**src/design/sfcf_pkg.sv**
```systemverilog
// Shared types and constants for the SYN flood challenge filter.
package sfcf_pkg;

	localparam logic [15:0] FILTER_PORT = 16'd80;
	localparam logic [20:0] COUNT_MAX = 21'h1FFFFF;

	localparam logic [1:0] VERDICT_PASS = 2'd0;
	localparam logic [1:0] VERDICT_DROP = 2'd1;
	localparam logic [1:0] VERDICT_CHAL = 2'd2;

	localparam logic [1:0] STAGE_NONE = 2'd0;
	localparam logic [1:0] STAGE_FIRST = 2'd1;
	localparam logic [1:0] STAGE_SENT = 2'd2;

	localparam logic [2:0] REG_SYN_SHORT = 3'd0;
	localparam logic [2:0] REG_SYN_LONG = 3'd1;
	localparam logic [2:0] REG_ACK_SHORT = 3'd2;
	localparam logic [2:0] REG_ACK_LONG = 3'd3;
	localparam logic [2:0] REG_SHORT_WIN = 3'd4;
	localparam logic [2:0] REG_LONG_WIN = 3'd5;
	localparam logic [2:0] REG_BLOCK = 3'd6;
	localparam logic [2:0] REG_CHAL_TO = 3'd7;

	// One windowed counter record.
	typedef struct packed {
		logic [20:0] count;
		logic [63:0] start;
	} counter_t;

	// One table slot (valid kept in its own memory).
	typedef struct packed {
		logic [31:0] addr;
		logic        blocked;
		logic [63:0] block_until;
		logic [1:0]  stage;
		logic [63:0] chal_time;
		logic [31:0] chal_seq;
		counter_t    syn_short;
		counter_t    syn_long;
		counter_t    ack_short;
		counter_t    ack_long;
		logic        allowed;
	} slot_t;

	localparam int SLOT_W = $bits(slot_t);

	// Register file contents.
	typedef struct packed {
		logic [19:0] syn_short_limit;
		logic [19:0] syn_long_limit;
		logic [19:0] ack_short_limit;
		logic [19:0] ack_long_limit;
		logic [47:0] short_window;
		logic [47:0] long_window;
		logic [47:0] block_ns;
		logic [47:0] chal_timeout;
	} cfg_t;

endpackage

```
**src/design/sfcf_logic.sv**
```systemverilog
// Per-packet update of one slot record: pure combinational decision.
module sfcf_logic (
	input  sfcf_pkg::cfg_t   cfg,
	input  logic             hit,
	input  sfcf_pkg::slot_t  cur,
	input  logic [31:0]      src_addr,
	input  logic             flag_syn,
	input  logic             flag_ack,
	input  logic             flag_rst,
	input  logic [31:0]      seq_num,
	input  logic [63:0]      now,
	output sfcf_pkg::slot_t  nxt,
	output logic             wr,
	output logic [1:0]       verdict,
	output logic [31:0]      reply_ack,
	output logic             block_started
);
	import sfcf_pkg::*;

	slot_t s;
	logic done, e1, e2, over;
	counter_t c1, c2;

	// Advance one windowed counter.
	function automatic counter_t bump(counter_t c, logic [63:0] t, logic [47:0] win);
		counter_t r;
		r = c;
		if (c.count == '0 || (t - c.start) > {16'd0, win}) begin
			r.count = 21'd1;
			r.start = t;
		end else if (c.count < COUNT_MAX) begin
			r.count = c.count + 21'd1;
		end
		return r;
	endfunction

	always_comb begin
		s = cur;
		wr = 1'b0;
		done = 1'b0;
		verdict = VERDICT_PASS;
		reply_ack = '0;
		block_started = 1'b0;
		e1 = 1'b0;
		e2 = 1'b0;
		over = 1'b0;
		c1 = '0;
		c2 = '0;
		// Hold the block while it lasts.
		if (hit && s.blocked) begin
			if (now < s.block_until) begin
				verdict = VERDICT_DROP;
				done = 1'b1;
			end else begin
				s.blocked = 1'b0;
				wr = 1'b1;
			end
		end
		if (!done && flag_syn && !flag_ack) begin
			wr = 1'b1;
			if (!hit) begin
				s = '0;
				s.addr = src_addr;
			end
			if (s.stage != STAGE_NONE && (now - s.chal_time) > {16'd0, cfg.chal_timeout}
				&& s.chal_seq != seq_num) begin
				s.stage = STAGE_NONE;
			end
			priority if (s.stage == STAGE_NONE) begin
				s.stage = STAGE_FIRST;
				s.chal_time = now;
				s.chal_seq = seq_num;
				verdict = VERDICT_DROP;
			end else if (s.stage == STAGE_FIRST) begin
				s.stage = STAGE_SENT;
				s.chal_time = now;
				verdict = VERDICT_CHAL;
				reply_ack = seq_num + 32'd1;
			end else begin
				s.stage = STAGE_NONE;
				e1 = s.syn_short.count != '0;
				e2 = s.syn_long.count != '0;
				c1 = bump(s.syn_short, now, cfg.short_window);
				c2 = bump(s.syn_long, now, cfg.long_window);
				s.syn_short = c1;
				s.syn_long = c2;
				over = (e1 && c1.count > {1'b0, cfg.syn_short_limit})
					|| (e2 && c2.count > {1'b0, cfg.syn_long_limit});
				if (over) begin
					s.blocked = 1'b1;
					s.block_until = now + {16'd0, cfg.block_ns};
					verdict = VERDICT_DROP;
					block_started = 1'b1;
				end else begin
					s.allowed = 1'b1;
				end
			end
		end else if (!done && (flag_ack || flag_rst)) begin
			if (!hit || !s.allowed) begin
				verdict = VERDICT_DROP;
			end else begin
				wr = 1'b1;
				e1 = s.ack_short.count != '0;
				e2 = s.ack_long.count != '0;
				c1 = bump(s.ack_short, now, cfg.short_window);
				c2 = bump(s.ack_long, now, cfg.long_window);
				s.ack_short = c1;
				s.ack_long = c2;
				over = (e1 && c1.count > {1'b0, cfg.ack_short_limit})
					|| (e2 && c2.count > {1'b0, cfg.ack_long_limit});
				if (over) begin
					s.blocked = 1'b1;
					s.block_until = now + {16'd0, cfg.block_ns};
					verdict = VERDICT_DROP;
					block_started = 1'b1;
				end
			end
		end
		nxt = s;
	end
endmodule

```
**config.mk**
```make
export PLATFORM = sky130hd
export DESIGN_NAME = sfcf_logic
export DESIGN_NICKNAME = d
export VERILOG_FILES = /design/src/design/sfcf_pkg.sv /design/src/design/sfcf_logic.sv
export SDC_FILE = /design/constraint.sdc
export NUM_CORES = 2
export LEC_CHECK = 0
export ABC_AREA = 1
export ABC_CLOCK_PERIOD_IN_PS = 7900
export CAP_MARGIN = 20
export CELL_PAD_IN_SITES_DETAIL_PLACEMENT = 1
export CELL_PAD_IN_SITES_GLOBAL_PLACEMENT = 1
export CORE_AREA = 2 2 582 584
export DETAILED_ROUTE_END_ITERATION = 12
export DIE_AREA = 0 0 584 586
export DONT_BUFFER_PORTS = 1
export PLACE_DENSITY = 0.38
export SLEW_MARGIN = 20
export SYNTH_ARGS = -nofsm -noshare
export SYNTH_HDL_FRONTEND = slang
export SYNTH_SLANG_ARGS = --single-unit
```
**constraint.sdc**
```tcl
create_clock -name vclk -period 7.9
set_input_delay 0.395 -clock vclk [all_inputs]
set_output_delay 0.395 -clock vclk [all_outputs]
set_load 0.02 [all_outputs]
```
==> flow_metrics.env <==
export IMPL_wl_met2_um=266000
export IMPL_hpwl_um=488000
export IMPL_syn_area_per_cell_um2=5.16
export IMPL_top_layer_used="met5"
export IMPL_clock_fmax_ghz=0.122
export IMPL_drt_wl_total_um=566000
export IMPL_setup_tns_ns=-13.93
export IMPL_first_pass_iters=5
export IMPL_synth_seq_area_share_pct=0
export IMPL_overflow=0
export IMPL_postCtsHoldBufs=0
export IMPL_place_congestion=1.04
export IMPL_hold_violations=0
export IMPL_synth_area_leaders="nand2_1 (23%), ha_1 (18%), inv_1 (10%), nand3_1 (8.7%), nor2_1 (7.4%)"
export IMPL_wl_per_cell_um=35.9
export IMPL_worst_pin_slew_ns=1.22
export IMPL_ys_warn_count=0
export IMPL_yosysTopAreaCell="nand2_1"
export IMPL_grt_pass1_vias=77300
export IMPL_cp_max_fo=338
export IMPL_worst_slack_ns=-0.294
export IMPL_final_setup_viol_count=67
export IMPL_clkbuf_count=0
export IMPL_port_buffers=0
export IMPL_pin_count=1512
export IMPL_whs_path_depth=2
export IMPL_synth_top_area_share_pct=22.7
export IMPL_ys_top_cells_by_count="nand2_1 (3153), inv_1 (1459), nor2_1 (1027)"
export IMPL_synthDistinctLibCells=65
export IMPL_worstHoldStart="seq_num[0]"
export IMPL_hold_class="input port to primary output"
export IMPL_drive_above_1_share_pct=14.7
export IMPL_worst_path_most_repeated_cell="nand2_1"
export IMPL_status="finished, violations left"
export IMPL_violations="negative setup slack"
export IMPL_start_util_pct=15.6
export IMPL_critPathMaxStageDelay_ns=0.29
export IMPL_avgViaCountPerCell=4.87
export IMPL_die_area_um2=342000
export IMPL_period_needed_ns=8.19
export IMPL_syn_to_final_growth_pct=32.5
export IMPL_path_class="input port to primary output"
export IMPL_end_kind="primary output"
export IMPL_path_buf_inv=8
export IMPL_synthCells=10100
export IMPL_grt_max_degree=339
export IMPL_ant_nets=0
export IMPL_syn_area_um2=52200
export IMPL_cpLargestDelayFamily="simple AND/OR/NAND/NOR gates"
export IMPL_syn_nets=11800
export IMPL_seqCellArea_um2=0
export IMPL_grt_pass1_wl_um=724000
export IMPL_track_usage_pct=31.5
export IMPL_drc_errors=0
export IMPL_core_um2=336000
export IMPL_antenna_found_initial=164
export IMPL_arrival_ns=7.80
export IMPL_wl_met1_um=217000
export IMPL_fp_dieW_um=584
export IMPL_rsz0062_at_grt="true"
export IMPL_critPathSlowestCell="ha_1"
export IMPL_rows=213
export IMPL_yosysMostFrequentCell="nand2_1"
export IMPL_hold_end="reply_ack[0]"
export IMPL_nets=12800
export IMPL_wl_met3_um=42700
export IMPL_seq_cells=0
export IMPL_cap_violations=0
export IMPL_crit_required_ns=7.51
export IMPL_cp_start_kind="input port"
export IMPL_first_iter_violations=5905
export IMPL_maxSlewHeadroom_pct=18.2
export IMPL_dr_total_vias=76800
export IMPL_maxSlewViolCount=0
export IMPL_die_h_um=586
export IMPL_fillers=43300
export IMPL_period_share_pct=104
## cells by family (layout without fill, tap and decap cells)
logic type,Yosys count,count (layout),share of synthesized area (%)
AND/OR/NAND/NOR,5563,5563,44.5
buffers and inverters,1748,2767,13.1
other,0,217,0
XOR/XNOR,394,394,6.61
adder cells (fa/ha/maj),761,761,18.3
AO/OA/AOI/OAI,1649,1649,17.5
## area by class of cell
type / count / area, µm² / share of cell area (%)
multi-input cells: 8367 / 46700 / 67.5
repair buffers: 1289 / 10900 / 15.7
diodes: 217 / 543 / 0.785
well taps: 4407 / 5510 / 7.97
inverters: 1478 / 5580 / 8.07
## layer usage
layer	up-vias	global-route usage, %
met5	-	0
met2	3040	52.7
met3	747	7.95
li1	35300	-
met4	67	21.0
met1	37600	35.2
## worst max-delay path by stage
stage               start       end  slack, ns  depth (start not counted)
finish                hit  nxt[471]      -0.29                         47
CTS                   hit  nxt[471]       -0.1                         45
global placement      hit  nxt[471]      -1.22                         48
detailed placement    hit  nxt[496]      -1.29                         48
global route          hit  nxt[471]      -0.71                         45
floorplan             hit    nxt[0]       0.62                         52
## cell usage in the layout (no fill, tap or decap), types with 34 or more instances in the layout
| master | netlist | routed |
|---|---|---|
| o21ai_1 | 50 | 96 |
| a22o_1 | 36 | 36 |
| a31oi_1 | 76 | 68 |
| nand3_1 | 903 | 892 |
| nor4_1 | 75 | 69 |
| a21oi_2 | 2 | 34 |
| o21bai_1 | 63 | 62 |
| nor2_1 | 1027 | 982 |
| buf_4 | 13 | 1189 |
| a21oi_1 | 711 | 677 |
| nand4_1 | 141 | 141 |
| xor2_1 | 275 | 272 |
| buf_12 | 0 | 81 |
| a21o_1 | 51 | 51 |
| nand2_2 | 24 | 100 |
| nor3_1 | 123 | 116 |
| nand2_1 | 3153 | 3054 |
| nor2_2 | 16 | 51 |
| o21ai_0 | 529 | 476 |
| ha_1 | 755 | 738 |
| inv_1 | 1459 | 1450 |
| diode_2 | 0 | 217 |
| xnor2_1 | 119 | 114 |
## repair_timing
item	CTS	global route
endpoints found under the setup margin	68	68
gates cloned	5	0
pin swaps	30	18
gates resized for setup	291	50
buffers inserted	15	1
## metrics by stage
step	instances	utilization [%]	cell area [µm²]	hold WS, ns	worst slack, ns
2_1_floorplan	10100	-	52200	0.870	0.620
3_3_place_gp	15500	20.0	67100	0.962	-1.22
3_5_place_dp	15500	20.0	67100	0.966	-1.29
4_1_cts	15500	20.4	68500	0.966	-0.0982
5_1_grt	15700	20.5	69000	0.974	-0.714
6_report	15800	20.6	69200	0.964	-0.294
