==> src/design/sfcf_ram.sv <==
// Generic single-port-write, single-read synchronous RAM with registered read.
module sfcf_ram #(
	parameter int WIDTH = 8,
	parameter int DEPTH = 16
) (
	input  logic                     clk,
	input  logic                     we,
	input  logic [$clog2(DEPTH)-1:0] waddr,
	input  logic [WIDTH-1:0]         wdata,
	input  logic [$clog2(DEPTH)-1:0] raddr,
	output logic [WIDTH-1:0]         rdata
);
	logic [WIDTH-1:0] mem [DEPTH];

	// Write and registered read.
	always_ff @(posedge clk) begin
		if (we) begin
			mem[waddr] <= wdata;
		end
		rdata <= mem[raddr];
	end
endmodule

==> config.mk <==
export PLATFORM = sky130hd
export DESIGN_NAME = sfcf_ram
export DESIGN_NICKNAME = d
export VERILOG_FILES = /design/src/design/sfcf_ram.sv
export SDC_FILE = /design/constraint.sdc
export NUM_CORES = 1
export LEC_CHECK = 0
export BUFFER_PORTS_ARGS = -buffer_cell sky130_fd_sc_hd__buf_2
export CORE_MARGIN = 2
export CORE_UTILIZATION = 50
export CTS_BUF_LIST = sky130_fd_sc_hd__clkbuf_4
export CTS_CLUSTER_DIAMETER = 40
export DETAILED_ROUTE_END_ITERATION = 8
export GPL_TIMING_DRIVEN = 0
export PLACE_DENSITY = 0.66
export REMOVE_ABC_BUFFERS = 1
export SYNTH_ARGS = -nofsm -noshare
export SYNTH_HDL_FRONTEND = slang
export SYNTH_SLANG_ARGS = --single-unit
==> constraint.sdc <==
create_clock -name clk -period 2.8 [get_ports clk]
set_input_delay 0.42 -clock clk [delete_from_list [all_inputs] [get_ports clk]]
set_output_delay 0.42 -clock clk [all_outputs]
set_load 0.02 [all_outputs]
==> metrics.txt, run 1 <==
via count of the first global-routing pass 2279; Min Hold Slack 0.2872 ns; # DRC 0; non-filler cells, final 414; Die Span Y 105.5 um; Clock Sinks 136; combinational family with the most area after synthesis multiplexers; first-pass GRT wire length 13250 um; buffer and inverter count on the worst path 1; Max-cap violations 0; CP Launch Type primary input; Yosys warnings 0; CTS HTree Levels 4; share of layout cells above drive strength 1 28.78%; # port buffers 25; sequential fraction of the synthesis area 77.78%; grt met2 use 26.96%; Routed WL 8842 um; post-CTS setup buffer count 0; Worst-Margin Slew 1.009 ns; Chip Width 105.5 um; Worst EP arrival 2.27 ns; TritonCTS Buffers 17; CP endpoint kind flop; pin count of the biggest net entering global routing 33; worst-case clock buffer depth 2; post-CTS resize count 0; Antenna Cells 0; slew margin rel. 32.76%; DIE AREA 0.01112 mm^2; flops & latches, synth 136; Post-Synth XOR/XNOR Area 0%; Placed Cells 382; Synth area leader edfxtp_1; min cycle time layout 1.873 ns; P per Cell Area 654.4 mW/mm^2; clk_skew 0.01934 ns; Pleak 1.859 nW; slowest CP cell buf_2; period utilization 66.90%; critical path type in -> reg; CTS tree done; Avg WL per Cell 21.36 um; Area Overhead vs Synth 9.869%; Initial Util 50.77%; setup TNS 0 ns; Placed Area 0.005371 mm^2; nets@finish 283; RSZ-0062 raised after global routing false; Hold Path Class in -> reg; root buf cell clkbuf_4; total design power 3.701 mW; most frequent cells in the layout edfxtp_1 (128), buf_2 (25), clkbuf_4 (19); Crit Path Max Fanout 32; worst IR drop on VDD 276.0 uV; Post-DP HPWL 5495 um; worst path required time 3.19 ns; IO Count 26; Yosys cell types 19; remaining global-route overflow 0; leading cell type in the layout, fill and taps excluded edfxtp_1; total number of vias 2301; Max Fclk 533.8 MHz; # hold bufs at CTS 0; grt peak-use layer met2; Initial DRC Count 176; final setup fails 0; total track usage 17.20%; status complete, no violations; mux cell area share after synthesis 15.02%; CP delay by family, top buffers and inverters; gate count of the mapped netlist 229; clk_lat worst skew 0.51 ns; routability cong. 0.6977; worst-path cell chain buf_2 -> mux4_1 -> a22oi_1 -> nand2_1; row cnt 37; clock-pin slew on the worst setup and hold paths 0.12 ns; Post-Synth Adder-Cell Area 0%; Core Box Area 0.01014 mm^2; Max Slew Vio Count 0; DRT antenna net count 0; post-synthesis compound-gate area fraction 2.333%; Vias/cell 5.558; DRT Pass-1 Iters 5; syn avg cell area 22.48 um^2; final hold vios 0; fin area 0.005655 mm^2; simple-gate share of the synthesized area 3.184%; met1 usage 23.65%; post-synth top area share 74.67%; Syn Std Cell Area 0.005147 mm^2; Area contributors post-synth edfxtp_1 (75%), mux4_2 (7.9%), mux4_1 (7.1%); initial antenna violation count 0; critical path's largest stage delay 0.75 ns; met3 Usage GRT 3.834%
per-layer routing:
layer | share of wire, % | up-vias
met4 | 1.2 | 0
met5 | 0 | -
met3 | 6.7 | 10
met2 | 50 | 90
met1 | 42 | 1154
li1 | - | 1047
area by class of cell:
class                           instances  area (um^2)
Fill cell                             756         4483
Clock inverter                         13        131.4
Multi-Input combinational cell         83         1067
Timing Repair Buffer                   27        140.1
Clock buffer                           19        142.6
Tap cell                              136        170.2
Sequential cell                       136         4004
state kept, by name, summed over array words and instances (netlist names):
signal	cells
mem	128
rdata	8
metrics by stage:
step           setup WS (ns)  util, %
2_1_floorplan         0.8871        -
3_3_place_gp          0.2264    52.83
3_5_place_dp          0.3582    52.98
4_1_cts               0.9323    55.68
5_1_grt               0.8372    55.78
6_report              0.9268    55.78
path summary, 6_finish.rpt:
path | end | slack (ns) | depth (start not counted) | startpoint
worst max-delay path | rdata[2] | 0.93 | 4 | raddr[0]
worst min-delay path | mem[10][1] | 0.29 | 1 | wdata[1]
worst max register to register | rdata[2] | 1.39 | 3 | mem[1][2]
worst min register to register | rdata[0] | 0.67 | 3 | mem[14][0]
power breakdown:
group          leakage [nW]  internal [mW]  switching [mW]
Sequential             1.22           2.27         0.00974
Combinational         0.483         0.0817           0.130
Clock                 0.152          0.543           0.664
cells by family after synthesis:
logic type             count (synthesis)
flip-flops                           136
AND/OR/NAND/NOR                       35
multiplexers                          32
AO/OA/AOI/OAI                         16
buffers and inverters                 10
Yosys cell counts, drive strengths merged:
library cell / number
a22oi: 16
edfxtp: 128
nand2b: 2
or3b: 1
and2b: 1
nor2b: 1
dfxtp: 8
nand3b: 2
clkdlybuf4s25: 3
nand3: 1
nor2: 13
nor3: 4
buf: 7
and2: 1
nand2: 9
mux4: 32
worst reg2reg max path, cell delays in order, from the launching register on:
cell      delay [ns]
edfxtp_1        0.37
mux4_1          0.52
a22oi_1         0.30
nand2_1         0.11
(Power assumes the default switching activity.)
==> run 2: changes to the inputs <==
--- a/config.mk
+++ b/config.mk
@@ -12,7 +12,7 @@
 export CTS_CLUSTER_DIAMETER = 40
 export DETAILED_ROUTE_END_ITERATION = 8
 export GPL_TIMING_DRIVEN = 0
-export PLACE_DENSITY = 0.66
+export PLACE_DENSITY = 0.69
 export REMOVE_ABC_BUFFERS = 1
 export SYNTH_ARGS = -nofsm -noshare
 export SYNTH_HDL_FRONTEND = slang
==> constraint.sdc (replaced) <==
create_clock -name clk -period 1.6 [get_ports clk]
set_input_delay 0.24 -clock clk [delete_from_list [all_inputs] [get_ports clk]]
set_output_delay 0.24 -clock clk [all_outputs]
set_load 0.02 [all_outputs]
==> run 2 against run 1 <==
Compared with the run above: via count is 1.0% higher; flip-flop and latch count unchanged; highest routed layer unchanged; first-iteration DRC count shrank 15%; routed wire length increased by 1.7%; count of clock-buffer cells in the layout decreased by 1.
==> metrics.txt, run 2 (synthesis gave the netlist of run 1 again) <==
status complete, no violations (unchanged); routability cong. 0.6777 (was 0.6977); Placed Area 0.005374 mm^2 (was 0.005371 mm^2); remaining global-route overflow 0 (unchanged); DRT Pass-1 Iters 4 (was 5); Regs by FF count mem (128), rdata (8) (unchanged); DRT antenna net count 0 (unchanged); critical path type in -> reg (unchanged); via count of the first global-routing pass 2355 (was 2279); CTS HTree Levels 4 (unchanged); worst-case clock buffer depth 2 (unchanged); DP Worst Slack -0.7182 ns (was 0.3582 ns); Post-DP HPWL 5607 um (was 5495 um); # port buffers 25 (unchanged); Chip Width 105.5 um (unchanged); worst IR drop on VDD 717.1 uV (was 276.0 uV); Initial Util 50.77% (unchanged); Vias/cell 5.630 (was 5.558); IO Count 26 (unchanged); CP Launch Type primary input (unchanged); Hold Path Class in -> reg (unchanged); Area Overhead vs Synth 9.699% (was 9.869%); P per Cell Area 1135 mW/mm^2 (was 654.4 mW/mm^2); total number of vias 2325 (was 2301); Avg WL per Cell 21.76 um (was 21.36 um); max reg flops 128 (unchanged); # hold bufs at CTS 0 (unchanged); Antenna Cells 0 (unchanged); post-CTS resize count 1 (was 0); RSZ-0062 raised after global routing false (unchanged); nets@finish 283 (unchanged); clk_skew 0.01945 ns (was 0.01934 ns); CP endpoint kind flop (unchanged); root buf cell clkbuf_4 (unchanged); period utilization 90.41%; Worst-Margin Slew 0.9700 ns (was 1.009 ns); Worst EP arrival 1.57 ns (was 2.27 ns); row cnt 37 (unchanged); fin area 0.005647 mm^2 (was 0.005655 mm^2); clock-pin slew on the worst setup and hold paths 0.13 ns (was 0.12 ns); # fillers 768 (was 756); share of layout cells above drive strength 1 28.88% (was 28.78%); non-filler cells, final 413 (was 414); pin count of the biggest net entering global routing 33 (unchanged); setup ws final 0.1535 ns (was 0.9268 ns); initial antenna violation count 0 (unchanged); first-pass GRT wire length 13990 um (was 13250 um); Placed Cells 382 (unchanged); Clock Sinks 136 (unchanged); Die Span Y 105.5 um (unchanged); min cycle time layout 1.446 ns; Crit Path Max Fanout 8 (was 32); final setup fails 0 (unchanged); Pleak 1.837 nW (was 1.859 nW); Max Fclk 691.3 MHz; most frequent cells in the layout edfxtp_1 (128), buf_2 (25), mux4_2 (18), clkbuf_4 (18), a22oi_1 (16) (was edfxtp_1 (128), buf_2 (25), clkbuf_4 (19)); DIE AREA 0.01112 mm^2 (unchanged); final hold vios 0 (unchanged); Core Box Area 0.01014 mm^2 (unchanged); Initial DRC Count 150 (was 176); CTS tree done (unchanged); largest register by flop count mem (unchanged); TritonCTS Buffers 17 (unchanged); slew margin rel. 35.10% (was 32.76%); leading cell type in the layout, fill and taps excluded edfxtp_1 (unchanged); post-CTS setup buffer count 0 (unchanged); total track usage 17.82% (was 17.20%); # DRC 0 (unchanged); Routed WL 8988 um (was 8842 um); clk_lat worst skew 0.50 ns (was 0.51 ns); Max-cap violations 0 (unchanged); worst path required time 1.72 ns (was 3.19 ns); Max Slew Vio Count 0 (unchanged)
run 2: per-layer routing:
metal  global-route usage (%)  routed length, um  up-vias
met2                    24.79               4225       98
li1                         -                  -     1049
met3                    4.515                807        8
met5                        0                  0        -
met4                    6.857                 78        0
met1                    27.32               3876     1170
run 2: worst paths after layout:
kind / start / end / slack [ns] / depth (start not counted)
worst max register to register: mem[9][4] / rdata[4] / 0.26 / 3
worst min register to register: mem[14][7] / rdata[7] / 0.69 / 3
worst min-delay path: wdata[3] / mem[9][3] / 0.11 / 1
worst max-delay path: waddr[2] / mem[3][4] / 0.15 / 3
run 2: through the flow:
| step | TNS, ns | hold WS [ns] | utilization [%] | total power [mW] |
|---|---|---|---|---|
| after floorplan | -1.063 | 0.3389 | - | 4.263 |
| after global placement | -33.03 | 0.6203 | 52.83 | 4.437 |
| after detailed placement | -26.53 | 0.6394 | 53.01 | 4.454 |
| after CTS | 0 | 0.05499 | 55.60 | 6.472 |
| after global routing | 0 | 0.07355 | 55.70 | 6.639 |
| final | 0 | 0.1058 | 55.70 | 6.409 |
run 2: power by group:
part,internal (mW),switching (mW)
clock network,0.795,1.25
logic,0.143,0.222
registers,3.98,0.0243
run 2: layout make-up:
| cell class | count | area [um^2] | share of cell area [%] |
|---|---|---|---|
| clock buffer | 18 | 135.1 | 2.393 |
| clock inverter | 13 | 125.1 | 2.216 |
| multi-input combinational | 83 | 1072 | 18.99 |
| sequential | 136 | 4004 | 70.91 |
| tap | 136 | 170.2 | 3.014 |
| timing repair buffer | 27 | 140.1 | 2.482 |
run 2: critical path: stages:
cell    delay [ns]
buf_2         0.12
or3b_2        0.52
nor2_1        0.69
==> run 3: changes to the inputs <==
--- a/config.mk
+++ b/config.mk
@@ -5,6 +5,7 @@
 export SDC_FILE = /design/constraint.sdc
 export NUM_CORES = 1
 export LEC_CHECK = 0
+export ABC_AREA = 1
 export BUFFER_PORTS_ARGS = -buffer_cell sky130_fd_sc_hd__buf_2
 export CORE_MARGIN = 2
 export CORE_UTILIZATION = 50
==> run 3 against run 2 <==
Compared with the run above: non-clock buffer count fell by 2; worst hold slack got worse by 0.0086 ns; clock power increased by 2%; cell count is 76% higher; register-to-register slack better by 0.27 ns.
==> metrics.txt, run 3 <==
Crit Path Max Fanout 65 (was 8); Yosys cell types 12 (was 19); via count of the first global-routing pass 3477 (was 2355); # port buffers 25 (unchanged); first-pass GRT wire length 17570 um (was 13990 um); P per Cell Area 1060 mW/mm^2 (was 1135 mW/mm^2); worst IR drop on VDD 391.6 uV (was 717.1 uV); CTS tree done (unchanged); Core Box Area 0.01132 mm^2 (was 0.01014 mm^2); critical path type in -> reg (unchanged); most frequent cells in the layout nand2_1 (173), edfxtp_1 (128), inv_1 (100) (was edfxtp_1 (128), buf_2 (25), mux4_2 (18), clkbuf_4 (18), a22oi_1 (16)); TritonCTS Buffers 17 (unchanged); IO Count 26 (unchanged); final setup fails 0 (unchanged); worst path required time 2.02 ns (was 1.72 ns); Clock Sinks 136 (unchanged); post-synth top area share 66.65% (was 74.67%); Clock power frac 31.8% (was 31.9%); status complete, no violations (unchanged); met3 wire len 770 um (was 807 um); Max-cap violations 0 (unchanged); syn avg cell area 10.47 um^2 (was 22.48 um^2); Max Slew Vio Count 0 (unchanged); clk_skew 0.009754 ns (was 0.01945 ns); Core Util, Final 54.49% (was 55.70%); total track usage 18.87% (was 17.82%); Internal Power 5.047 mW (was 4.915 mW); worst-case clock buffer depth 2 (unchanged); Logic pwr share 7.1% (was 5.7%); DP Worst Slack -1.193 ns (was -0.7182 ns); clk_lat worst skew 0.52 ns (was 0.50 ns); CTS HTree Levels 4 (unchanged); Max Fclk 658.4 MHz (was 691.3 MHz); flops & latches, synth 136 (unchanged); Post-DP HPWL 6755 um (was 5607 um); clock-pin slew on the worst setup and hold paths 0.11 ns (was 0.13 ns); slew margin rel. 35.92% (was 35.10%); CP Launch Type primary input (unchanged); Worst-Margin Slew 0.9577 ns (was 0.9700 ns); DRT antenna net count 0 (unchanged); Yosys warnings 0 (unchanged); Reg-to-Reg Start mem[1][6] (was mem[9][4]); min cycle time layout 1.519 ns (was 1.446 ns); wire length on met1 4596 um (was 3876 um); Worst EP arrival 1.94 ns (was 1.57 ns); highest routed layer met4 (unchanged); remaining global-route overflow 0 (unchanged); # hold bufs at CTS 0 (unchanged); largest register by flop count mem (unchanged); Initial DRC Count 314 (was 150); leading cell type in the layout, fill and taps excluded nand2_1 (was edfxtp_1); DRT Pass-1 Iters 5 (was 4); period utilization 94.93% (was 90.41%); Synth area leader edfxtp_1 (unchanged); Chip Width 111.4 um (was 105.5 um); Area Overhead vs Synth 6.965% (was 9.699%); nets@finish 589 (was 283); Syn Std Cell Area 0.005767 mm^2 (was 0.005147 mm^2); Pleak 2.666 nW (was 1.837 nW); routability cong. 0.7866 (was 0.6777); CP endpoint kind flop (unchanged); met2 routed WL 5689 um (was 4225 um); critical path startpoint raddr[0] (was waddr[2]); Routed WL 11280 um (was 8988 um); share of layout cells above drive strength 1 9.418% (was 28.88%); synth cell count leaders nand2_1 (173), edfxtp_1 (128), inv_1 (100) (was edfxtp_1 (128), mux4_2 (18), a22oi_1 (16)); Vias/cell 5.069 (was 5.630); root buf cell clkbuf_4 (unchanged); initial antenna violation count 0 (unchanged); Hold Path Class in -> reg (unchanged); Regs by FF count mem (128), rdata (8) (unchanged); # fillers 955 (was 768); row cnt 39 (was 37); Area contributors post-synth edfxtp_1 (67%), nand2_1 (11%), nand3_1 (8.4%) (was edfxtp_1 (75%), mux4_2 (7.9%), mux4_1 (7.1%)); Seq pwr share 61.1% (was 62.4%); min-delay src raddr[3] (was wdata[3]); number of flops mapped to enable cells by yosys 128 (unchanged); RSZ-0062 raised after global routing false (unchanged); max reg flops 128 (unchanged); # DRC 0 (unchanged); pin count of the biggest net entering global routing 66 (was 33); gate count of the mapped netlist 551 (was 229); Net Sw Power 1.492 mW (was 1.494 mW); sequential fraction of the synthesis area 69.43% (was 77.78%); Avg WL per Cell 15.52 um (was 21.76 um); setup ws final 0.08113 ns (was 0.1535 ns); switching share of power 22.82% (was 23.31%); total number of vias 3685 (was 2325); DIE AREA 0.01241 mm^2 (was 0.01112 mm^2); Main synth FF type edfxtp_1 (unchanged); Die Span Y 111.4 um (was 105.5 um); Antenna Cells 0 (unchanged); Initial Util 50.94% (was 50.77%); Synth async-reset ratio 0% (unchanged); final hold vios 0 (unchanged); count leader, synth nand2_1 (was edfxtp_1)
==> run 3: what timing repair did <==
item / CTS / global route
hold endpoints to repair: 0 / 0
setup endpoints to repair: 8 / 0
gates resized for setup: 2 / 0
buffers inserted: 0 / 0
==> run 3: kinds of logic after synthesis <==
family                 after synthesis  synth area share (%)
buffers and inverters              126                 9.525
flip-flops                         136                 69.43
AND/OR/NAND/NOR                    289                 21.05
==> run 3: area by class of cell <==
class / count / area (um^2) / share of cell area [%]
clock buffers: 20 / 150.1 / 2.434
well taps: 143 / 178.9 / 2.901
flip-flops and latches: 136 / 4004 / 64.91
inverters: 102 / 385.4 / 6.247
multi-input cells: 289 / 1214 / 19.68
clock inverters: 12 / 108.9 / 1.765
repair buffers: 25 / 127.6 / 2.069
==> run 3: layer usage <==
layer / up-vias / GRT usage [%]
li1: 1813 / -
met1: 1720 / 23.71
met2: 131 / 31.79
met3: 21 / 4.518
met4: 0 / 7.654
met5: - / 0
==> run 3: through the flow <==
stage / std cells / setup TNS, ns / power [mW] / hold slack, ns / area (um^2)
2_1_floorplan: 527 / 0 / 4.320 / 0.3389 / 5600
3_3_place_gp: 695 / -10.27 / 4.526 / 0.6374 / 5904
3_5_place_dp: 695 / -15.28 / 4.545 / 0.6434 / 5904
4_1_cts: 727 / 0 / 6.573 / 0.07333 / 6168
5_1_grt: 727 / 0 / 6.778 / 0.06494 / 6168
6_report: 727 / 0 / 6.538 / 0.09718 / 6168
==> run 3: power by group through the flow <==
| stage | Sequential [mW] | Clock [mW] | Combinational (mW) |
|---|---|---|---|
| final | 4.00 | 2.08 | 0.466 |
| after global routing | 4.01 | 2.26 | 0.514 |
| after CTS | 4.00 | 2.11 | 0.466 |
| after detailed placement | 4.08 | 0 | 0.466 |
| after global placement | 4.07 | 0 | 0.453 |
| after floorplan | 4.11 | 0 | 0.215 |
==> run 3: worst paths after layout <==
path	depth (start not counted)	slack [ns]	to
hold reg to reg	6	0.67	rdata[7]
hold / removal	3	0.1	rdata[1]
setup reg to reg	6	0.53	rdata[6]
setup / recovery	8	0.08	rdata[6]
==> run 3: worst max-delay path, stage by stage <==
cell and delay, ns:
buf_4 0.54, inv_4 0.44, nand2_1 0.15, nand2_1 0.06
nand2_1 0.07, nand3_1 0.12, nand3_1 0.16, nand2_1 0.07
