File: src/design/sfcf_pkg.sv
// Shared types and constants for the SYN flood challenge filter.
package sfcf_pkg;

	localparam logic [15:0] FILTER_PORT = 16'd80;
	localparam logic [20:0] COUNT_MAX = 21'h1FFFFF;

	localparam logic [1:0] VERDICT_PASS = 2'd0;
	localparam logic [1:0] VERDICT_DROP = 2'd1;
	localparam logic [1:0] VERDICT_CHAL = 2'd2;

	localparam logic [1:0] STAGE_NONE = 2'd0;
	localparam logic [1:0] STAGE_FIRST = 2'd1;
	localparam logic [1:0] STAGE_SENT = 2'd2;

	localparam logic [2:0] REG_SYN_SHORT = 3'd0;
	localparam logic [2:0] REG_SYN_LONG = 3'd1;
	localparam logic [2:0] REG_ACK_SHORT = 3'd2;
	localparam logic [2:0] REG_ACK_LONG = 3'd3;
	localparam logic [2:0] REG_SHORT_WIN = 3'd4;
	localparam logic [2:0] REG_LONG_WIN = 3'd5;
	localparam logic [2:0] REG_BLOCK = 3'd6;
	localparam logic [2:0] REG_CHAL_TO = 3'd7;

	// One windowed counter record.
	typedef struct packed {
		logic [20:0] count;
		logic [63:0] start;
	} counter_t;

	// One table slot (valid kept in its own memory).
	typedef struct packed {
		logic [31:0] addr;
		logic        blocked;
		logic [63:0] block_until;
		logic [1:0]  stage;
		logic [63:0] chal_time;
		logic [31:0] chal_seq;
		counter_t    syn_short;
		counter_t    syn_long;
		counter_t    ack_short;
		counter_t    ack_long;
		logic        allowed;
	} slot_t;

	localparam int SLOT_W = $bits(slot_t);

	// Register file contents.
	typedef struct packed {
		logic [19:0] syn_short_limit;
		logic [19:0] syn_long_limit;
		logic [19:0] ack_short_limit;
		logic [19:0] ack_long_limit;
		logic [47:0] short_window;
		logic [47:0] long_window;
		logic [47:0] block_ns;
		logic [47:0] chal_timeout;
	} cfg_t;

endpackage

File: src/design/sfcf_regs.sv
// APB register file for limits and windows.
module sfcf_regs (
	input  logic         clk,
	input  logic         arst_n,
	input  logic         psel,
	input  logic         penable,
	input  logic         pwrite,
	input  logic [5:0]   paddr,
	input  logic [63:0]  pwdata,
	output logic [63:0]  prdata,
	output logic         pready,
	output sfcf_pkg::cfg_t cfg
);
	import sfcf_pkg::*;

	cfg_t cfg_q;
	logic [2:0] idx;

	// Registers sit on 8-byte strides.
	assign idx = paddr[5:3];
	assign pready = 1'b1;
	assign cfg = cfg_q;

	// Write registers on the access cycle.
	always_ff @(posedge clk or negedge arst_n) begin
		if (!arst_n) begin
			cfg_q.syn_short_limit <= 20'd10000;
			cfg_q.syn_long_limit <= 20'd50000;
			cfg_q.ack_short_limit <= 20'd20000;
			cfg_q.ack_long_limit <= 20'd100000;
			cfg_q.short_window <= 48'd1000000000;
			cfg_q.long_window <= 48'd16000000000;
			cfg_q.block_ns <= 48'd3600000000000;
			cfg_q.chal_timeout <= 48'd2000000000;
		end else if (psel && penable && pwrite) begin
			unique case (idx)
				REG_SYN_SHORT: cfg_q.syn_short_limit <= pwdata[19:0];
				REG_SYN_LONG:  cfg_q.syn_long_limit <= pwdata[19:0];
				REG_ACK_SHORT: cfg_q.ack_short_limit <= pwdata[19:0];
				REG_ACK_LONG:  cfg_q.ack_long_limit <= pwdata[19:0];
				REG_SHORT_WIN: cfg_q.short_window <= pwdata[47:0];
				REG_LONG_WIN:  cfg_q.long_window <= pwdata[47:0];
				REG_BLOCK:     cfg_q.block_ns <= pwdata[47:0];
				REG_CHAL_TO:   cfg_q.chal_timeout <= pwdata[47:0];
				default: ;
			endcase
		end
	end

	// Read mux.
	always_comb begin
		prdata = '0;
		unique case (idx)
			REG_SYN_SHORT: prdata = {44'd0, cfg_q.syn_short_limit};
			REG_SYN_LONG:  prdata = {44'd0, cfg_q.syn_long_limit};
			REG_ACK_SHORT: prdata = {44'd0, cfg_q.ack_short_limit};
			REG_ACK_LONG:  prdata = {44'd0, cfg_q.ack_long_limit};
			REG_SHORT_WIN: prdata = {16'd0, cfg_q.short_window};
			REG_LONG_WIN:  prdata = {16'd0, cfg_q.long_window};
			REG_BLOCK:     prdata = {16'd0, cfg_q.block_ns};
			REG_CHAL_TO:   prdata = {16'd0, cfg_q.chal_timeout};
			default: prdata = '0;
		endcase
	end
endmodule

File: config.mk
export PLATFORM = sky130hd
export DESIGN_NAME = sfcf_regs
export DESIGN_NICKNAME = d
export VERILOG_FILES = /design/src/design/sfcf_pkg.sv /design/src/design/sfcf_regs.sv
export SDC_FILE = /design/constraint.sdc
export NUM_CORES = 1
export LEC_CHECK = 0
export BUFFER_PORTS_ARGS = -buffer_cell sky130_fd_sc_hd__buf_2
export CAP_MARGIN = 20
export CORE_AREA = 2 2 159 161
export DETAILED_ROUTE_END_ITERATION = 16
export DIE_AREA = 0 0 161 163
export PLACE_DENSITY = 0.81
export SYNTH_ARGS = -nofsm -noshare
export SYNTH_HDL_FRONTEND = slang
export SYNTH_SLANG_ARGS = --single-unit
export TNS_END_PERCENT = 10
File: constraint.sdc
create_clock -name clk -period 2.57 [get_ports clk]
set_input_delay 0.3855 -clock clk [delete_from_list [all_inputs] [get_ports clk]]
set_output_delay 0.3855 -clock clk [all_outputs]
set_load 0.03 [all_outputs]
==> qor.csv, run 1 <==
stage,metric,value,unit
run_status,status,"complete, no violations",
global_routing,grt_pass1_wl,53400,µm
sta,rsz0062_at_grt,no,
place,place_area,0.0149,mm²
setup_path,cp_common_cell,buf_4,
power,p_leak,7.76,nW
global_routing,track_usage,0.264,
route,drc,0,
route,final_antenna_net_count,0,
clock_tree,cts-root-buf,clkbuf_16,
floorplan,die_w,161,µm
yosys,synth_top_area_frac,0.396,
setup_path,cp.required,2.18,ns
worst_hold_path,hold_class,in -> reg,
job,maxCapViolations,0,
layout,fin_area,0.0158,mm²
clock_tree,cts_setup_buffers,0,
floorplan,die_area,0.0262,mm²
setup_path,timing_worst_setup_path_type,in -> out,
yosys,synth_common_cells,"mux2_2 (270), dfrtp_1 (198), dfstp_2 (74)",
power,power_density,928,mW/mm²
yosys,synth.distinct_cells,23,
route,vias,8743,
clock_tree,worstSkewPairLatency,0.53,ns
clock_tree,htree_levels,1,
yosys,yosysTopAreaCell,dfrtp_1,
sta,setup_ws,0.240,ns
setup_path,end_kind,output port,
layout,antenna-diode-count,0,
route,drt-vias-per-instance,5.57,
global_routing,grt_pass1_vias,9050,
yosys,synthArstFlopShare,1.00,
sta,clock.fmax,0.429,GHz
clock_tree,cts_resized,0,
place,port_buffers,375,
place,gp_congestion,0.830,
place,dp_hpwl,24500,µm
clock_tree,cts.sinks,272,
sta,clock_skew,0,ns
floorplan,boundaryPins,412,
place,pre_cts_slack,0.237,ns
power,peakVddDrop,0.000580,V
setup_path,critical_path_depth,6,
setup_path,slowest_delay,0.41,ns
setup_path,cp_max_fo,29,
setup_path,cp_slowest_cell,buf_4,
global_routing,grt_max_degree,77,
floorplan,start_util,0.508,
yosys,synth_area,0.0125,mm²
clock_tree,clk_pin_slew_worst_paths,0.06,ns
layout,syn2layout_area_growth,26.2,%
setup_path,path_cells,"buf_4, buf_4, mux2i_1, a211oi_1, o22a_1, buf_2",
layout,largest_reg_flops,272,
route,avgRoutedWirePerCell,22.6,µm
yosys,synthTopCellsByArea,"dfrtp_1 (40%), mux2_2 (24%), dfstp_2 (16%)",
layout,drive_gt1_frac,0.672,
sta,period_share,0.907,
yosys,yosys.cell_count.top_type,mux2_2,
layout,fillers,1889,
yosys,synth_seq_area_share,0.551,
layout,fin_nets,1292,
clock_tree,cts_made_buffers,28,
clock_tree,clock_path_buffers,3,
setup_path,worstSetupStartpointType,primary input,
route,wirelength,35400,µm
setup_path,path_buf_inv,3,
setup_path,arrival,1.94,ns
setup_path,cp_top_family,buffers and inverters,
floorplan,rows,58,
worst_hold_path,min_path_cells,2,
global_routing,grt_overflow,0,
sta,hold_viol,0,
yosys,synth_ff_type,dfrtp_1,
yosys,synthCells,834,
sta,post-route-min-period,2.33,ns
floorplan,core_area,0.0247,mm²
sta,worst_slew_pin_slew,0.612,ns
yosys,synth_edf_count,0,
route,drt_iter0_drc,458,
yosys,ys_ff_latch,272,
sta,maxSlewHeadroom,0.591,
global_routing,antenna_found_initial,0,
sta,maxSlewViolCount,0,
yosys,yosys_warnings,0,
yosys,syn_area_per_cell,15.0,µm²
sta,setup_viol,0,
setup_path,r2r_cells,1,
clock_tree,tritoncts,done,
floorplan,die-height,163,µm
route,drt-pass1-iter-count,5,
sta,tns,0,ns
## placed cells by master, fill, tap and decap left out
cell | synthesis | routed
conb_1 | 2 | 17
and2_1 | 28 | 28
buf_4 | 25 | 29
buf_12 | 0 | 11
nand4b_4 | 1 | 1
o22ai_1 | 20 | 20
o22a_1 | 20 | 20
mux2_1 | 2 | 2
or3_1 | 3 | 3
nand2_2 | 1 | 1
buf_8 | 0 | 1
nor3b_1 | 20 | 20
clkbuf_16 | 0 | 29
nor2_4 | 0 | 4
mux2_2 | 270 | 270
buf_2 | 32 | 372
mux4_2 | 28 | 28
a211oi_1 | 20 | 20
bufinv_16 | 0 | 1
nand2_1 | 1 | 1
dlygate4sd3_1 | 0 | 1
clkbuf_1 | 15 | 12
dfstp_2 | 74 | 74
clkinv_2 | 0 | 4
nand2b_1 | 3 | 3
dfrtp_1 | 198 | 198
mux2i_1 | 60 | 60
clkinvlp_4 | 0 | 1
clkbuf_8 | 0 | 5
nand4_1 | 1 | 1
nor2_2 | 0 | 2
## where the power goes
part | internal [mW] | leakage (nW) | switching, mW
combinational | 1.67 | 4.02 | 3.08
clock | 2.32 | 0.437 | 1.62
sequential | 5.30 | 3.30 | 0.669
total | 9.29 | 7.76 | 5.38
## per-layer routing
layer	vias to the layer above	track usage	wire length, µm
li1	3841	-	-
met2	334	0.460	18200
met1	4499	0.329	13900
met5	-	0	0
met3	69	0.0553	2310
met4	0	0.0877	1000
## stage by stage
step	instances	power, mW	utilization	hold WS (ns)
final	1569	14.7	0.640	0.123
after global routing	1569	15.3	0.640	0.106
after CTS	1569	14.8	0.640	0.100
after detailed placement	1516	10.8	0.604	0.332
after global placement	1516	10.7	0.604	0.333
after floorplan	849	9.19	-	0.0899
## worst paths after layout
path,to,from,slack [ns]
max,prdata[0],paddr[4],0.24
min,cfg[133],pwdata[37],0.12
max reg2reg,cfg[214],cfg[214],1.76
min reg2reg,cfg[174],cfg[174],0.53
max in group asynchronous,cfg[260],arst_n,1.41
min in group asynchronous,cfg[6],arst_n,0.36
## logic make-up (layout without fill, tap and decap cells)
logic type | Yosys count | in the layout | synth area share
multiplexers | 360 | 360 | 0.343
buffers and inverters | 76 | 466 | 0.0359
other | 2 | 17 | 0.000600
AO/OA/AOI/OAI | 60 | 60 | 0.0360
flip-flops | 272 | 272 | 0.551
AND/OR/NAND/NOR | 64 | 64 | 0.0340
## repair_timing
| action | 4_1_cts | 5_1_grt |
|---|---|---|
| hold buffers | 1 | 0 |
| hold endpoints to repair | 45 | 0 |
| setup endpoints to repair | 0 | 0 |
## final cells by class
type	instances	area, µm²	share of cell area
clock buffers	46	840	0.0531
well taps	330	413	0.0261
flip-flops and latches	272	6900	0.437
clock inverters	6	57.6	0.00364
repair buffers	414	2320	0.147
multi-input cells	501	5270	0.333
(Power assumes the default switching activity.)
==> run 2: changes to the inputs <==
--- a/config.mk
+++ b/config.mk
@@ -7,10 +7,12 @@
 export LEC_CHECK = 0
 export BUFFER_PORTS_ARGS = -buffer_cell sky130_fd_sc_hd__buf_2
 export CAP_MARGIN = 20
-export CORE_AREA = 2 2 159 161
+export CORE_AREA = 2 2 161 163
+export CTS_BUF_LIST = sky130_fd_sc_hd__clkbuf_4
 export DETAILED_ROUTE_END_ITERATION = 16
-export DIE_AREA = 0 0 161 163
-export PLACE_DENSITY = 0.81
+export DIE_AREA = 0 0 163 165
+export PLACE_DENSITY = 0.79
+export RECOVER_POWER = 50
 export SYNTH_ARGS = -nofsm -noshare
 export SYNTH_HDL_FRONTEND = slang
 export SYNTH_SLANG_ARGS = --single-unit
==> qor.csv, run 2 (same netlist as run 1, synthesis figures left out) <==
stage,metric,value,unit,change
layout,fillers,1965,,was 1889
place,placed_cells,1513,,was 1516
setup_path,end_kind,output port,,unchanged
layout,multi_input_area,0.00522,mm²,was 0.00527 mm²
route,avgRoutedWirePerCell,22.2,µm,was 22.6 µm
global_routing,met2_usage,0.455,,was 0.460
setup_path,cp_max_fo,3,,was 29
setup_path,cp_slowest_cell,dfstp_2,,was buf_4
floorplan,rows,58,,unchanged
setup_path,worstSetupStartpointType,flip-flop,,was primary input
layout,register_area,0.00690,mm²,unchanged
sta,period_share,0.953,,was 0.907
setup_path,path_buf_inv,1,,was 3
clock_tree,cts.sinks,272,,unchanged
global_routing,grt_pass1_wl,55300,µm,was 53400 µm
clock_tree,htree_levels,3,,was 1
sta,hold_viol,0,,unchanged
clock_tree,clock_path_buffers,3,,unchanged
sta,worst_slew_pin_slew,2.11,ns,was 0.612 ns
clock_tree,cts-root-buf,clkbuf_4,,was clkbuf_16
clock_tree,clk_pin_slew_worst_paths,0.07,ns,was 0.06 ns
setup_path,slowest_delay,0.54,ns,was 0.41 ns
setup_path,timing_worst_setup_path_type,reg -> out,,was in -> out
job,maxCapViolations,2,,was 0
global_routing,met1_usage,0.326,,was 0.329
sta,clock_skew,0,ns,unchanged
setup_path,arrival,2.06,ns,was 1.94 ns
run_status,violations,"max-capacitance violations, max-slew violations",,
route,wirelength,37000,µm,was 35400 µm
global_routing,grt_busiest_layer,met2,,unchanged
sta,post-route-min-period,2.45,ns,was 2.33 ns
global_routing,use_met3,0.0766,,was 0.0553
sta,maxSlewViolCount,93,,was 0
layout,fin_nets,1359,,was 1292
layout,final_common_cell,buf_2,,unchanged
floorplan,boundaryPins,412,,unchanged
route,drt_iter0_drc,374,,was 458
sta,tns,0,ns,unchanged
run_status,status,"finished, violations left",,"was complete, no violations"
place,dp_hpwl,24700,µm,was 24500 µm
route,vias,9254,,was 8743
sta,setup_viol,0,,unchanged
route,drc,0,,unchanged
floorplan,die_area,0.0269,mm²,was 0.0262 mm²
sta,rsz0062_at_grt,no,,unchanged
power,p_leak,7.96,nW,was 7.76 nW
layout,layoutNonFillerInstCount,1668,,was 1569
sta,maxSlewHeadroom,-0.406,,was 0.591
worst_hold_path,hold_class,in -> reg,,unchanged
sta,hold_slack,0.0679,ns,was 0.123 ns
route,drt-vias-per-instance,5.55,,was 5.57
clock_tree,cts_setup_buffers,0,,unchanged
clock_tree,cts_resized,0,,unchanged
global_routing,grt_pass1_vias,9598,,was 9050
floorplan,start_util,0.500,,was 0.508
setup_path,cp_top_family,compound AO/OA/AOI/OAI gates,,was buffers and inverters
layout,drive_gt1_frac,0.672,,about the same
floorplan,die_w,163,µm,was 161 µm
place,port_buffers,375,,unchanged
sta,clock.fmax,0.408,GHz,was 0.429 GHz
layout,final_cell_mix,"buf_2 (372), mux2_2 (269), dfrtp_1 (198)",,"was buf_2 (372), mux2_2 (270), dfrtp_1 (198)"
global_routing,antenna_found_initial,1,,was 0
floorplan,die-height,165,µm,was 163 µm
layout,syn2layout_area_growth,27.8,%,was 26.2%
clock_tree,cts_made_buffers,70,,was 28
clock_tree,tritoncts,done,,unchanged
global_routing,track_usage,0.270,,was 0.264
floorplan,core_area,0.0250,mm²,was 0.0247 mm²
setup_path,path_cells,"mux2i_1, a211oi_1, o22a_1, buf_2",,"was buf_4, buf_4, mux2i_1, a211oi_1, o22a_1, buf_2"
power,power_density,916,mW/mm²,was 928 mW/mm²
power,peakVddDrop,0.000573,V,was 0.000580 V
clock_tree,worstSkewPairLatency,0.64,ns,was 0.53 ns
route,final_antenna_net_count,0,,unchanged
clock_tree,ctsHoldBuffers,29,,was 1
setup_path,cp.required,2.18,ns,about the same
layout,utilization,0.639,,was 0.640
global_routing,grt_max_degree,78,,was 77
place,gp_congestion,0.865,,was 0.830
route,drt-pass1-iter-count,4,,was 5
layout,largest_reg_flops,272,,unchanged
global_routing,grt_overflow,0,,unchanged
run 2: area by class of cell:
cell class | instances | area share
Multi-Input combinational cell | 501 | 0.326
Clock inverter | 11 | 0.00649
Tap cell | 330 | 0.0258
Antenna cell | 2 | 0.000313
Timing Repair Buffer | 439 | 0.158
Clock buffer | 113 | 0.0530
Sequential cell | 272 | 0.431
run 2: metal layers:
| metal | vias to the layer above | part of all wire |
|---|---|---|
| met3 | 73 | 0.073 |
| li1 | 4020 | - |
| met4 | 0 | 0.028 |
| met2 | 396 | 0.50 |
| met1 | 4765 | 0.40 |
| met5 | - | 0 |
run 2: per-stage QoR:
| stage | power [mW] | area [µm²] | worst slack [ns] |
|---|---|---|---|
| 6_report | 14.7 | 16000 | 0.121 |
| 3_5_place_dp | 10.8 | 14900 | 0.314 |
| 2_1_floorplan | 9.19 | 12600 | 0.574 |
| 5_1_grt | 15.4 | 16000 | 0.0163 |
| 3_3_place_gp | 10.7 | 14900 | 0.312 |
| 4_1_cts | 14.8 | 16200 | 0.0565 |
run 2: worst paths after layout:
check,cells after the start,slack (ns),from,to
worst max-delay path,4,0.12,cfg[161],prdata[17]
worst min-delay path,2,0.07,pwdata[13],cfg[13]
worst max register to register,1,1.74,cfg[165],cfg[165]
worst min register to register,1,0.52,cfg[90],cfg[90]
max in group asynchronous,3,0.40,arst_n,cfg[77]
min in group asynchronous,2,0.84,arst_n,cfg[166]
run 2: report_power, final:
| part | internal (mW) | switching [mW] |
|---|---|---|
| Combinational | 1.70 | 3.09 |
| Clock | 2.19 | 1.72 |
| Sequential | 5.29 | 0.680 |
| Total | 9.18 | 5.49 |
==> run 3: changes to the inputs <==
--- a/config.mk
+++ b/config.mk
@@ -7,10 +7,10 @@
 export LEC_CHECK = 0
 export BUFFER_PORTS_ARGS = -buffer_cell sky130_fd_sc_hd__buf_2
 export CAP_MARGIN = 20
-export CORE_AREA = 2 2 161 163
+export CORE_MARGIN = 1.5
+export CORE_UTILIZATION = 48
 export CTS_BUF_LIST = sky130_fd_sc_hd__clkbuf_4
 export DETAILED_ROUTE_END_ITERATION = 16
-export DIE_AREA = 0 0 163 165
 export PLACE_DENSITY = 0.79
 export RECOVER_POWER = 50
 export SYNTH_ARGS = -nofsm -noshare
==> constraint.sdc (replaced) <==
create_clock -name clk -period 2.2 [get_ports clk]
set_input_delay 0.33 -clock clk [delete_from_list [all_inputs] [get_ports clk]]
set_output_delay 0.33 -clock clk [all_outputs]
set_load 0.03 [all_outputs]
==> qor.csv, run 3 (same netlist as run 1, synthesis figures left out) <==
stage,metric,value,unit,change
power,power.share.clock,0.273,,was 0.266
sta,clock_skew,0,ns,unchanged
clock_tree,cts.sinks,272,,unchanged
power,power_density,1060,mW/mm²,was 916 mW/mm²
layout,fin_nets,1391,,was 1359
layout,multi_input_area,0.00536,mm²,was 0.00522 mm²
layout,utilization,0.658,,was 0.639
setup_path,setup.worst_path.end,prdata[19],,was prdata[17]
sta,rsz0062_at_grt,yes,,was no
floorplan,die_w,165,µm,was 163 µm
route,drt_iter0_drc,484,,was 374
run_status,violations,"max-capacitance violations, max-slew violations, negative setup slack",,"was max-capacitance violations, max-slew violations"
layout,largest_reg_flops,272,,unchanged
worst_hold_path,hold_class,in -> reg,,unchanged
setup_path,r2r-start,cfg[165],,unchanged
power,p_seq_frac,0.394,,was 0.407
power,swShare,0.368,,was 0.374
floorplan,boundaryPins,412,,unchanged
route,drc,0,,unchanged
route,avgRoutedWirePerCell,21.7,µm,was 22.2 µm
setup_path,cp_max_fo,3,,unchanged
layout,fillers,1875,,was 1965
clock_tree,htree_levels,3,,unchanged
route,wirelength,36900,µm,was 37000 µm
power,power_frac_comb,0.333,,was 0.326
setup_path,reg2reg_slack,1.31,ns,was 1.74 ns
global_routing,grt_max_degree,63,,was 78
clock_tree,cts_made_buffers,72,,was 70
power,p_leak,8.21,nW,was 7.96 nW
route,drt-pass1-iter-count,7,,was 4
clock_tree,tritoncts,done,,unchanged
setup_path,timing_worst_setup_path_type,reg -> out,,unchanged
sta,maxSlewHeadroom,-0.0895,,was -0.406
sta,hold_slack,0.476,ns,was 0.0679 ns
power,internal_power,11.2,mW,was 9.18 mW
route,drt-vias-per-instance,5.50,,was 5.55
sta,period_share,1.01,,
clock_tree,clk_pin_slew_worst_paths,0.06,ns,was 0.07 ns
global_routing,grt_pass1_vias,9914,,was 9598
sta,maxSlewViolCount,83,,was 93
clock_tree,clock_path_buffers,3,,unchanged
sta,hold_viol,0,,unchanged
global_routing,antenna_found_initial,1,,unchanged
setup_path,arrival,1.89,ns,was 2.06 ns
setup_path,crit_start,cfg[163],,was cfg[161]
setup_path,end_kind,output port,,unchanged
power,p_switching,6.50,mW,was 5.49 mW
place,dp_hpwl,24600,µm,was 24700 µm
global_routing,grt_overflow,0,,unchanged
job,maxCapViolations,2,,unchanged
clock_tree,worstSkewPairLatency,0.68,ns,was 0.64 ns
setup_path,r2r_cells,2,,was 1
route,final_antenna_net_count,0,,unchanged
floorplan,start_util,0.493,,was 0.500
sta,post-route-min-period,2.22,ns,
sta,worst_slew_pin_slew,1.63,ns,was 2.11 ns
floorplan,die_area,0.0271,mm²,was 0.0269 mm²
global_routing,grt_pass1_wl,55400,µm,was 55300 µm
layout,drive_gt1_frac,0.694,,was 0.672
layout,syn2layout_area_growth,33.4,%,was 27.8%
layout,final_cell_mix,"buf_2 (334), mux2_2 (269), dfrtp_1 (198)",,"was buf_2 (372), mux2_2 (269), dfrtp_1 (198)"
power,peakVddDrop,0.000649,V,was 0.000573 V
global_routing,track_usage,0.270,,about the same
sta,setup_viol,1,,was 0
floorplan,rows,58,,unchanged
layout,register_area,0.00690,mm²,unchanged
setup_path,cp.required,1.87,ns,was 2.18 ns
floorplan,die-height,165,µm,about the same
place,gp_congestion,0.804,,was 0.865
sta,setup_ws,-0.0190,ns,was 0.121 ns
sta,clock.fmax,0.451,GHz,
layout,final_common_cell,buf_2,,unchanged
route,vias,9383,,was 9254
run_status,status,"finished, violations left",,unchanged
clock_tree,cts-root-buf,clkbuf_4,,unchanged
setup_path,worstSetupStartpointType,flip-flop,,unchanged
floorplan,core_area,0.0254,mm²,was 0.0250 mm²
place,port_buffers,375,,unchanged
setup_path,r2r_end,cfg[165],,unchanged
## run 3: cell types whose count changed in the layout (fill, tap and decap cells not counted), moves of 5 or more
cell / change
clkbuf_1: +6
a211oi_1: -10
buf_4: +5
a211oi_2: +10
and2_4: +22
dlygate4sd3_1: +20
buf_2: -38
clkbuf_4: +17
and2_1: -22
buf_6: +29
## run 3: worst max-delay path: stages, from the launching register on
cell      delay, ns
dfstp_2        0.55
mux2i_1        0.07
a211oi_1       0.26
o22a_1         0.19
buf_4          0.17
## run 3: layout make-up
| cell class | instances | share of cell area |
|---|---|---|
| diodes | 2 | 0.000300 |
| repair buffers | 469 | 0.180 |
| clock inverters | 6 | 0.00502 |
| well taps | 330 | 0.0247 |
| clock buffers | 126 | 0.0566 |
| flip-flops and latches | 272 | 0.413 |
| multi-input cells | 501 | 0.321 |
## run 3: through the flow
| step | setup TNS (ns) | instance area, µm² | total power [mW] | setup slack, ns | cells |
|---|---|---|---|---|---|
| after detailed placement | 0 | 15000 | 12.6 | 0.168 | 1519 |
| after CTS | -0.533 | 16700 | 17.7 | -0.0781 | 1702 |
| after global routing | -2.06 | 16700 | 18.5 | -0.0805 | 1706 |
| final | -0.0190 | 16700 | 17.7 | -0.0190 | 1706 |
| after global placement | 0 | 15000 | 12.5 | 0.199 | 1519 |
| after floorplan | 0 | 12600 | 10.7 | 0.315 | 849 |
## run 3: timing repair
action,in CTS,in global routing
gates cloned,0,0
pin swaps,10,11
buffers inserted,2,2
endpoints found under the setup margin,34,47
resized for setup,64,41
hold buffers,49,0
hold endpoints to repair,321,0
## run 3: worst min path at each step
stage | slack (ns) | cells after the start | start | endpoint
after floorplan | 0.03 | 0 | arst_n | cfg[0]
after global placement | 0.32 | 1 | arst_n | cfg[9]
after detailed placement | 0.32 | 1 | arst_n | cfg[9]
after CTS | 0.16 | 2 | arst_n | cfg[58]
after global routing | 0.43 | 3 | pwdata[47] | cfg[47]
final | 0.48 | 3 | pwdata[30] | cfg[174]
## run 3: layer usage
| layer | vias up | global-route usage | share of wire | wire length (µm) |
|---|---|---|---|---|
| met2 | 424 | 0.473 | 0.52 | 19100 |
| met3 | 105 | 0.0610 | 0.065 | 2410 |
| met1 | 4781 | 0.312 | 0.38 | 14100 |
| met5 | - | 0 | 0 | 0 |
| li1 | 4073 | - | - | - |
| met4 | 0 | 0.129 | 0.036 | 1340 |
## run 3: power groups by stage
| stage | Sequential (mW) | Combinational [mW] | Clock [mW] |
|---|---|---|---|
| 2_1_floorplan | 8.89 | 1.84 | 0 |
| 3_3_place_gp | 6.96 | 5.52 | 0 |
| 3_5_place_dp | 7.03 | 5.60 | 0 |
| 4_1_cts | 6.95 | 5.81 | 4.97 |
| 5_1_grt | 7.10 | 6.16 | 5.23 |
| 6_report | 6.96 | 5.87 | 4.83 |
